==> src/ipc_div.sv <==
// pipelined restoring divider forming t = (count << F) / limit
module ipc_div #(
    parameter int CW = 16,
    parameter int F  = 16
) (
    input  logic          i_clk,
    input  logic          i_rst_n,
    input  logic          i_vld,
    input  logic [CW-1:0] i_count,
    input  logic [CW-1:0] i_limit,
    output logic          o_vld,
    output logic [F:0]    o_t
);
    localparam int NS = F + 1;

    logic          r_vld [0:NS];
    logic [CW-1:0] r_rem [0:NS];
    logic [F:0]    r_q   [0:NS];
    logic [CW-1:0] n_sat;

    // saturate the count to the limit on entry
    assign n_sat = (i_count > i_limit) ? i_limit : i_count;

    always_ff @(posedge i_clk) begin
        if (!i_rst_n) begin
            r_vld[0] <= 1'b0;
        end else begin
            r_vld[0] <= i_vld;
        end
    end

    always_ff @(posedge i_clk) begin
        r_rem[0] <= n_sat;
        r_q[0]   <= '0;
    end

    // one quotient bit per stage, msb first
    for (genvar k = 0; k < NS; k++) begin : g_stage
        logic [CW:0] d;
        logic [CW:0] diff;
        logic        ge;

        if (k == 0) begin : g_first
            assign d = {1'b0, r_rem[k]};
        end else begin : g_rest
            assign d = {r_rem[k], 1'b0};
        end

        assign ge   = (d >= {1'b0, i_limit});
        assign diff = d - {1'b0, i_limit};

        always_ff @(posedge i_clk) begin
            if (!i_rst_n) begin
                r_vld[k+1] <= 1'b0;
            end else begin
                r_vld[k+1] <= r_vld[k];
            end
        end

        always_ff @(posedge i_clk) begin
            r_rem[k+1] <= ge ? diff[CW-1:0] : d[CW-1:0];
            r_q[k+1]   <= {r_q[k][F-1:0], ge};
        end
    end

    // a zero limit maps every count to black
    assign o_vld = r_vld[NS];
    assign o_t   = (i_limit == '0) ? '0 : r_q[NS];

endmodule

==> config.mk <==
export PLATFORM = sky130hd
export DESIGN_NAME = ipc_div
export DESIGN_NICKNAME = d
export VERILOG_FILES = /design/src/ipc_div.sv
export SDC_FILE = /design/constraint.sdc
export NUM_CORES = 1
export LEC_CHECK = 0
export BUFFER_PORTS_ARGS = -buffer_cell sky130_fd_sc_hd__buf_2
export CORE_MARGIN = 10
export CORE_UTILIZATION = 45
export CTS_CLUSTER_DIAMETER = 40
export DETAILED_ROUTE_END_ITERATION = 10
export GPL_TIMING_DRIVEN = 0
export PLACE_DENSITY_LB_ADDON = 0.08
export SETUP_SLACK_MARGIN = 0.15
export SKIP_LAST_GASP = 1
export SYNTH_ARGS = -nofsm -noshare
export SYNTH_HDL_FRONTEND = slang
export SYNTH_SLANG_ARGS = --single-unit
==> constraint.sdc <==
create_clock -name i_clk -period 3.3 [get_ports i_clk]
set_clock_uncertainty 0.1 [all_clocks]
set_input_delay 0.165 -clock i_clk [delete_from_list [all_inputs] [get_ports i_clk]]
set_output_delay 0.165 -clock i_clk [all_outputs]
set_load 0.01 [all_outputs]
==> results of run 1 <==
-- flip-flops by register name (all words and copies together) (netlist names) --
signal,cells
r_q,153
r_rem,272
r_vld,18
-- critical path, cell delays in order (launching register included) --
cell and delay, ps:
dfxtp_1 340, ha_1 370, a21oi_1 120, o21ai_0 320
a2111oi_0 120, o31ai_1 390, nor2_2 120, o21ai_2 350
buf_4 280, mux2_2 350
-- cells in the final DEF, fill, tap and decap left out, types with 14 or more instances in the layout --
cell type / count
nand2b_1: 34
mux2i_1: 14
nor2_1: 144
xor2_1: 54
nand2_1: 206
nor3_1: 47
a21o_1: 82
nor2b_1: 49
buf_2: 64
o2111ai_1: 14
o21a_1: 72
inv_6: 19
or3_1: 25
fa_1: 16
a211oi_1: 27
o31ai_1: 27
nand4_1: 38
nand3_1: 35
buf_4: 43
a31oi_1: 23
xnor2_1: 96
o21bai_1: 17
dlygate4sd3_1: 33
clkbuf_16: 79
dfxtp_1: 443
inv_1: 78
and2_1: 59
o31a_1: 30
clkbuf_1: 22
and3_1: 14
ha_1: 287
a21oi_1: 163
clkinvlp_4: 14
o21ai_0: 177
mux2_4: 14
mux2_2: 105
-- what timing repair did --
action | in CTS | in global routing
resized for setup | 14 | 10
buffers inserted | 38 | 0
endpoints found under the hold margin | 34 | 0
pin swaps | 1 | 0
gates cloned | 0 | 0
endpoints found under the setup margin | 282 | 62
hold buffers | 33 | 0
-- metrics by stage --
step                total power, W  area, µm²
floorplan                   0.0232      25200
global placement            0.0271      26300
detailed placement          0.0274      26400
CTS                         0.0354      29600
global route                0.0380      29600
finish                      0.0353      29600
-- kinds of logic after synthesis --
family / Yosys count / share of synthesized area
AO/OA/AOI/OAI: 772 / 0.208
XOR/XNOR: 150 / 0.0522
adder cells (fa/ha/maj): 303 / 0.155
buffers and inverters: 149 / 0.0257
flip-flops: 443 / 0.353
multiplexers: 141 / 0.0645
AND/OR/NAND/NOR: 713 / 0.141
-- synthesized netlist by cell type (15+ instances only) --
library cell | count | area share
o21a_1 | 72 | 0.021
inv_1 | 92 | 0.014
xnor2_1 | 96 | 0.033
o31ai_1 | 27 | 0.0081
xor2_1 | 54 | 0.019
and2_1 | 59 | 0.015
dfxtp_1 | 443 | 0.35
o31a_1 | 30 | 0.010
nand4_1 | 38 | 0.0095
nor2b_1 | 49 | 0.012
nor2_1 | 144 | 0.021
o21ai_0 | 177 | 0.035
a31oi_1 | 23 | 0.0057
nand2_1 | 206 | 0.031
nand3_1 | 35 | 0.0070
fa_1 | 16 | 0.013
o21bai_1 | 17 | 0.0051
nand2b_1 | 34 | 0.0085
nor3_1 | 47 | 0.0094
a211oi_1 | 27 | 0.0081
buf_2 | 15 | 0.0030
mux2_2 | 105 | 0.047
ha_1 | 287 | 0.14
clkbuf_1 | 24 | 0.0036
a21o_1 | 82 | 0.024
or3_1 | 25 | 0.0062
a21oi_1 | 164 | 0.033
-- path summary, 6_finish.rpt --
kind / start / to / slack [ps] / cells past startpoint
max reg2reg: r_rem[15][5] / r_rem[16][11] / 310 / 9
min reg2reg: r_q[11][3] / r_q[12][4] / 220 / 0
min: i_limit[1] / r_rem[0][1] / -3 / 2
max: r_rem[15][5] / r_rem[16][11] / 310 / 9
-- power breakdown --
group	leakage (nW)	total, W	switching [W]	internal, W
Clock	1.24	0.00760	0.00294	0.00466
Combinational	7.91	0.0183	0.00983	0.00844
Sequential	3.73	0.00940	0.00127	0.00813
-- final cells by class --
cell class / count / share of cell area
plain buffers: 52 / 0.00979
clock buffers: 83 / 0.0682
clock inverters: 54 / 0.0166
inverters: 97 / 0.0134
multi-input cells: 2079 / 0.529
flip-flops and latches: 443 / 0.299
well taps: 748 / 0.0316
repair buffers: 124 / 0.0325
-- routing by layer --
layer / track usage / share of wire / up-vias
met5: 0 / 0 / -
met4: 0.0797 / 0.035 / 0
met3: 0.0332 / 0.047 / 158
met2: 0.336 / 0.46 / 499
met1: 0.258 / 0.46 / 9834
li1: - / - / 10300
==> results.cfg, run 1 <==
[synthesis]
synth_cells = 2671
yosys_warnings = 0
syn-cell-area_um2 = 25200
synth-main-ff-cell = dfxtp_1
avgSynthCellArea_um2 = 9.42
ys_seq_area_frac = 0.353
syn_nets = 3009
ys_seq_elements = 443
synthArstFlopShare = 0
synth.distinct_cells = 93
synth_edf_count = 0

[die]
die_height_um = 256
initial_core_util = 0.456
pin_count = 53
die_w_um = 256
core_area_um2 = 55200
die-area_um2 = 65800
rows = 86

[power]
leakagePower_nw = 12.9
peakVddDrop_v = 0.000601
power_density_nw_per_um2 = 1190

[placed_design]
placedCellCount = 3472
port_buffers = 52
hpwl_um = 47000
pre_cts_ws_ps = -1250
gp_congestion = 0.872

[global_routing]
grt_max_degree = 25
grt_pass1_wl_um = 108000
grtUsageTotal = 0.202
antenna_found_initial = 1
gr-total-overflow = 0
grt_pass1_vias = 20300

[route]
wirelength_um = 68000
vias = 20700
via_per_inst = 5.64
drt_iter0_drc = 1135
drtAntennaViolNets = 0
drt_pass1_iterations = 7
drcViolationCount = 0
avgRoutedWirePerCell_um = 18.5

[timing]
clock.fmax_mhz = 334
worst_hold_slack_ps = -2.82
min_period_ps = 2990
setup_violations = 0
timing.final.crit_share = 0.907
max_slew_margin = 0.357
fin_tns_setup_ps = 0
slew_viol_final = 0
worst_pin_slew_ps = 952
rsz0062_at_grt = false
hold_viol = 1
setup_ws_ps = 307

[layout]
area.sequential_um2 = 8870
syn2layout_area_growth_pct = 17.9
finalNonFillerCells = 3680
multi_input_area_um2 = 15700
drive_gt1_frac = 0.151
n_antenna_cell = 0
postLayoutCoreUtil = 0.537
nets = 3210
fillCellCount = 5029

[worst_setup_path]
critPathKind = register to register
cp-end-kind = register
cp-start-kind = register
path_max_fanout = 10
cp.required_ps = 3680
arrival_ps = 3370

[flow_run]
maxCapViolCount = 0

[clock_tree]
cts_tree = done
cts_buffer_depth = 3
cts.sinks = 443
clk_pin_slew_ps = 60
clk_latency_ps = 590
cts-htree-levels = 3
cts_made_buffers = 75
cts-root-buf = clkbuf_16

[run_status]
violations = negative hold slack
status = finished, violations left

[worst_hold_path]
hold_path.class = primary input to register
Power figures use the tool's default switching activity.
==> run 2: changes to the inputs <==
- CORE_UTILIZATION: 45 -> 39
- clock period: 3.3 -> 3.8 ns (I/O delays scaled with it)
==> run 2 against run 1 <==
Against the previous run:
- the run now ends clean
- core utilization fell by 7.0 points
- critical path depth rose by 1
- sequential cell count did not move
- sequential share of layout area fell by 0.30 points
- combinational power fell by 14%
==> results.cfg, run 2 (same netlist as run 1, synthesis figures left out) <==
[worst_setup_path]
arrival_ps = 3820
r2r-start = r_rem[11][7]
cp-start-kind = primary input
critPathKind = primary input to register
path_max_fanout = 18
reg2regPathDepth = 8
r2r-end = r_rem[12][8]
ff2ff_setup_slack_ps = 690
cp.required_ps = 4170
cp-end-kind = register

[timing]
rsz0062_at_grt = false
timing.final.crit_share = 0.908
hold_viol = 0
setup_violations = 0
max_slew_margin = 0.118
worst_pin_slew_ps = 1320
setup_ws_ps = 351
worst_hold_slack_ps = 202
slew_viol_final = 0
clock.fmax_mhz = 290
min_period_ps = 3450

[clock_tree]
cts-root-buf = clkbuf_16
cts_tree = done
cts.sinks = 443
cts_made_buffers = 85
cts-htree-levels = 3
clk_pin_slew_ps = 50
clk_latency_ps = 610
cts_buffer_depth = 3

[power]
total_power_w = 0.0318
power_density_nw_per_um2 = 1060
peakVddDrop_v = 0.000452
leakagePower_nw = 13.0

[worst_hold_path]
min_delay_path_depth = 0
hp-start = r_q[4][0]
min_to = r_q[5][1]
hold_path.class = register to register

[layout]
drive_gt1_frac = 0.143
reg_top3 = r_rem: 272 flops, r_q: 153 flops, r_vld: 18 flops
syn2layout_area_growth_pct = 19.1
mostFrequentLayoutCells = dfxtp_1 (443), ha_1 (287), nand2_1 (206)
largest_reg_flops = 272
fillCellCount = 6060
largest_register = r_rem
layout_commonest_cell = dfxtp_1
nets = 3188
final_area_um2 = 30000
finalNonFillerCells = 3773
n_antenna_cell = 0

[die]
rows = 93
pin_count = 53
die-area_um2 = 75100
initial_core_util = 0.392
die_height_um = 274
die_w_um = 274
core_area_um2 = 64100

[placed_design]
hpwl_um = 48600
placedCellCount = 3579
placed_cell_area_um2 = 26500
pre_cts_ws_ps = -834
gp_congestion = 0.829
port_buffers = 52

[global_routing]
grt_max_degree = 25
antenna_found_initial = 1
grt_pass1_wl_um = 109000
grt_pass1_vias = 20300
grtUsageTotal = 0.181
gr-total-overflow = 0

[route]
vias = 20400
drtAntennaViolNets = 0
drcViolationCount = 0
drt_pass1_iterations = 6
avgRoutedWirePerCell_um = 18.1
drt_iter0_drc = 967
via_per_inst = 5.41
wirelength_um = 68500

[run_status]
status = complete, no violations

[flow_run]
maxCapViolCount = 0
-- run 2: cell count changes in the layout (fill, tap and decap cells not counted), moves of 4 or more --
cell / before / now
inv_6: 19 / 14
clkbuf_1: 22 / 26
clkbuf_16: 79 / 85
clkinvlp_4: 14 / 9
buf_12: 4 / 0
bufinv_16: 1 / 10
clkinv_8: 1 / 5
inv_1: 78 / 84
buf_4: 43 / 14
-- run 2: area by class of cell --
class / instances / area [µm²] / share of cell area
Timing Repair Buffer: 92 / 688 / 0.0230
Multi-Input combinational cell: 2079 / 15600 / 0.522
Tap cell: 855 / 1070 / 0.0357
Inverter: 97 / 378 / 0.0126
Buffer: 52 / 283 / 0.00944
Clock buffer: 93 / 2210 / 0.0737
Sequential cell: 443 / 8870 / 0.296
Clock inverter: 62 / 821 / 0.0274
-- run 2: how the worst max path moves through the flow --
stage / startpoint / to / slack [ps] / cells past startpoint
CTS: i_limit[9] / r_rem[6][14] / 150 / 12
detailed placement: i_limit[1] / r_rem[6][14] / -830 / 11
global placement: i_limit[0] / r_rem[6][10] / -910 / 11
global route: i_limit[0] / r_rem[7][11] / 180 / 13
finish: i_limit[6] / r_rem[12][8] / 350 / 10
floorplan: i_limit[0] / r_rem[14][10] / 840 / 11
-- run 2: per-stage QoR --
step | setup TNS (ps) | utilization
after floorplan | 0 | -
after global placement | -141700 | 0.413
after detailed placement | -106040 | 0.414
after CTS | 0 | 0.467
after global routing | 0 | 0.467
final | 0 | 0.467
-- run 2: metal layers --
| layer | GRT usage | wire (µm) | up-vias |
|---|---|---|---|
| met1 | 0.237 | 32600 | 9691 |
| li1 | - | - | 10200 |
| met5 | 0 | 0 | - |
| met2 | 0.301 | 31600 | 400 |
| met4 | 0.0561 | 1710 | 0 |
| met3 | 0.0286 | 2640 | 125 |
-- run 2: power breakdown --
group | switching, W | leakage, nW | total, W | internal (W)
Clock | 0.00278 | 1.46 | 0.00780 | 0.00501
Combinational | 0.00856 | 7.77 | 0.0158 | 0.00728
Sequential | 0.00112 | 3.73 | 0.00818 | 0.00706
-- run 2: critical path, stage by stage --
cell,delay [ps]
buf_2,110
inv_1,940
ha_1,400
and3_1,270
nand4_1,130
nor3_1,350
nor2_1,120
a31oi_2,500
buf_4,360
mux2i_1,420
-- run 2: repair_timing --
| action | in CTS | in global routing |
|---|---|---|
| buffers inserted | 5 | 0 |
| pin swaps | 0 | 0 |
| endpoints found under the setup margin | 71 | 54 |
| endpoints found under the hold margin | 33 | 0 |
| gates resized for setup | 2 | 9 |
| hold buffers | 33 | 0 |
==> run 3: changes to the inputs <==
- CTS_BUF_LIST: not set -> sky130_fd_sc_hd__clkbuf_8 sky130_fd_sc_hd__clkbuf_16
- HOLD_SLACK_MARGIN: not set -> 0.02
==> run 3 against run 2 <==
Against the previous run:
- sequential power about the same
- setup slack got worse by 0.93 ps
- combinational power about the same
- worst hold slack hardly changed
- first-iteration DRC count did not move
- critical path depth is the same
- via count hardly changed
- clock power hardly changed
==> results.cfg, run 3 (same netlist as run 1, synthesis figures left out) <==
[run_status]
status = complete, no violations

[clock_tree]
cts_tree = done
clk_latency_ps = 610
cts_made_buffers = 85
clk_pin_slew_ps = 50
cts-htree-levels = 3
cts_buffer_depth = 3
cts.sinks = 443
cts-root-buf = clkbuf_16

[worst_setup_path]
cp.required_ps = 4170
path_max_fanout = 18
cp_cell_sequence = buf_2 -> inv_1 -> ha_1 -> and3_1 -> nand4_1 -> nor3_1 -> nor2_1 -> a31oi_2 -> buf_4 -> mux2i_1
arrival_ps = 3820
cp-end-kind = register
slowest_delay_ps = 940
critical_path.top_delay_family = buffers and inverters
critPathKind = primary input to register
cp-start-kind = primary input
critPathSlowestCell = inv_1
critPathBufInv = 3

[die]
die-area_um2 = 75100
initial_core_util = 0.392
pin_count = 53
die_w_um = 274
core_area_um2 = 64100
rows = 93
die_height_um = 274

[layout]
finalNonFillerCells = 3773
nets = 3188
layout_commonest_cell = dfxtp_1
mostFrequentLayoutCells = dfxtp_1 (443), ha_1 (287), nand2_1 (206)
final_area_um2 = 30000
syn2layout_area_growth_pct = 19.1
largest_register = r_rem
reg_top3 = r_rem: 272 flops, r_q: 153 flops, r_vld: 18 flops
n_antenna_cell = 0
fillCellCount = 6060
largest_reg_flops = 272
drive_gt1_frac = 0.143

[route]
via_per_inst = 5.41
drt_pass1_iterations = 8
drtAntennaViolNets = 0
drt_iter0_drc = 967
avgRoutedWirePerCell_um = 18.2
vias = 20400
drcViolationCount = 0
wirelength_um = 68500

[timing]
worst_pin_slew_ps = 1330
clock.fmax_mhz = 290
setup_violations = 0
slew_viol_final = 0
max_slew_margin = 0.116
rsz0062_at_grt = false
min_period_ps = 3450
hold_viol = 0
timing.final.crit_share = 0.908

[placed_design]
placedCellCount = 3579
port_buffers = 52
placed_cell_area_um2 = 26500
hpwl_um = 48600
gp_congestion = 0.829

[global_routing]
grt_pass1_vias = 20300
grt_max_degree = 25
gr-total-overflow = 0
antenna_found_initial = 1
grt_pass1_wl_um = 109000
grtUsageTotal = 0.181

[flow_run]
maxCapViolCount = 0

[power]
power_density_nw_per_um2 = 1060
peakVddDrop_v = 0.000452
leakagePower_nw = 13.0

[worst_hold_path]
hold_path.class = register to register
==> run 3: changes by cell type in the layout (fill, tap and decap cells not counted) <==
cell      before  now
inv_1         84   87
clkbuf_1      26   23
==> run 3: layer usage <==
| layer | track usage | part of all wire |
|---|---|---|
| met1 | 0.237 | 0.48 |
| met2 | 0.301 | 0.46 |
| met3 | 0.0286 | 0.039 |
| met4 | 0.0561 | 0.025 |
| met5 | 0 | 0 |
==> run 3: cell type report <==
type,count,area (µm²),area share
Buffer,52,283,0.00944
Clock buffer,90,2200,0.0733
Clock inverter,65,832,0.0278
Inverter,97,378,0.0126
Multi-Input combinational cell,2079,15600,0.522
Sequential cell,443,8870,0.296
Tap cell,855,1070,0.0357
Timing Repair Buffer,92,688,0.0230
==> run 3: report_power, final <==
| part | switching [W] | total, W | internal [W] | leakage, nW |
|---|---|---|---|---|
| combinational | 0.00856 | 0.0158 | 0.00728 | 7.77 |
| sequential | 0.00112 | 0.00818 | 0.00706 | 3.73 |
| clock | 0.00278 | 0.00779 | 0.00500 | 1.48 |
| total | 0.0125 | 0.0318 | 0.0193 | 13.0 |
==> run 3: worst reg2reg max path, stage by stage, from the launching register on <==
cell and delay, ps:
dfxtp_1 310, ha_1 400, and3_1 280, nand4_1 130, nor3_1 350, nor2_1 120, a31oi_2 500, buf_4 360
mux2i_1 420
==> run 3: path summary, 6_finish.rpt <==
kind | startpoint | endpoint | slack, ps | cells after the start
worst max-delay path | i_limit[6] | r_rem[12][8] | 350 | 10
worst min-delay path | r_q[4][0] | r_q[5][1] | 200 | 0
worst min register to register | r_q[4][0] | r_q[5][1] | 200 | 0
worst max register to register | r_rem[11][7] | r_rem[12][8] | 690 | 8
==> run 3: repair_timing <==
action                     CTS  global route
setup endpoints to repair   71            54
buffers inserted             5             0
gates resized for setup      2             9
hold buffers                33             0
hold endpoints to repair    34             0
==> run 3: per-stage QoR <==
stage,utilization,TNS (ps),setup WS (ps),power (W),hold WS (ps)
2_1_floorplan,-,0,835,0.0201,210
4_1_cts,0.467,0,154,0.0320,206
6_report,0.467,0,350,0.0318,202
3_5_place_dp,0.414,-106040,-834,0.0239,212
3_3_place_gp,0.413,-141700,-908,0.0238,210
5_1_grt,0.467,0,175,0.0344,209
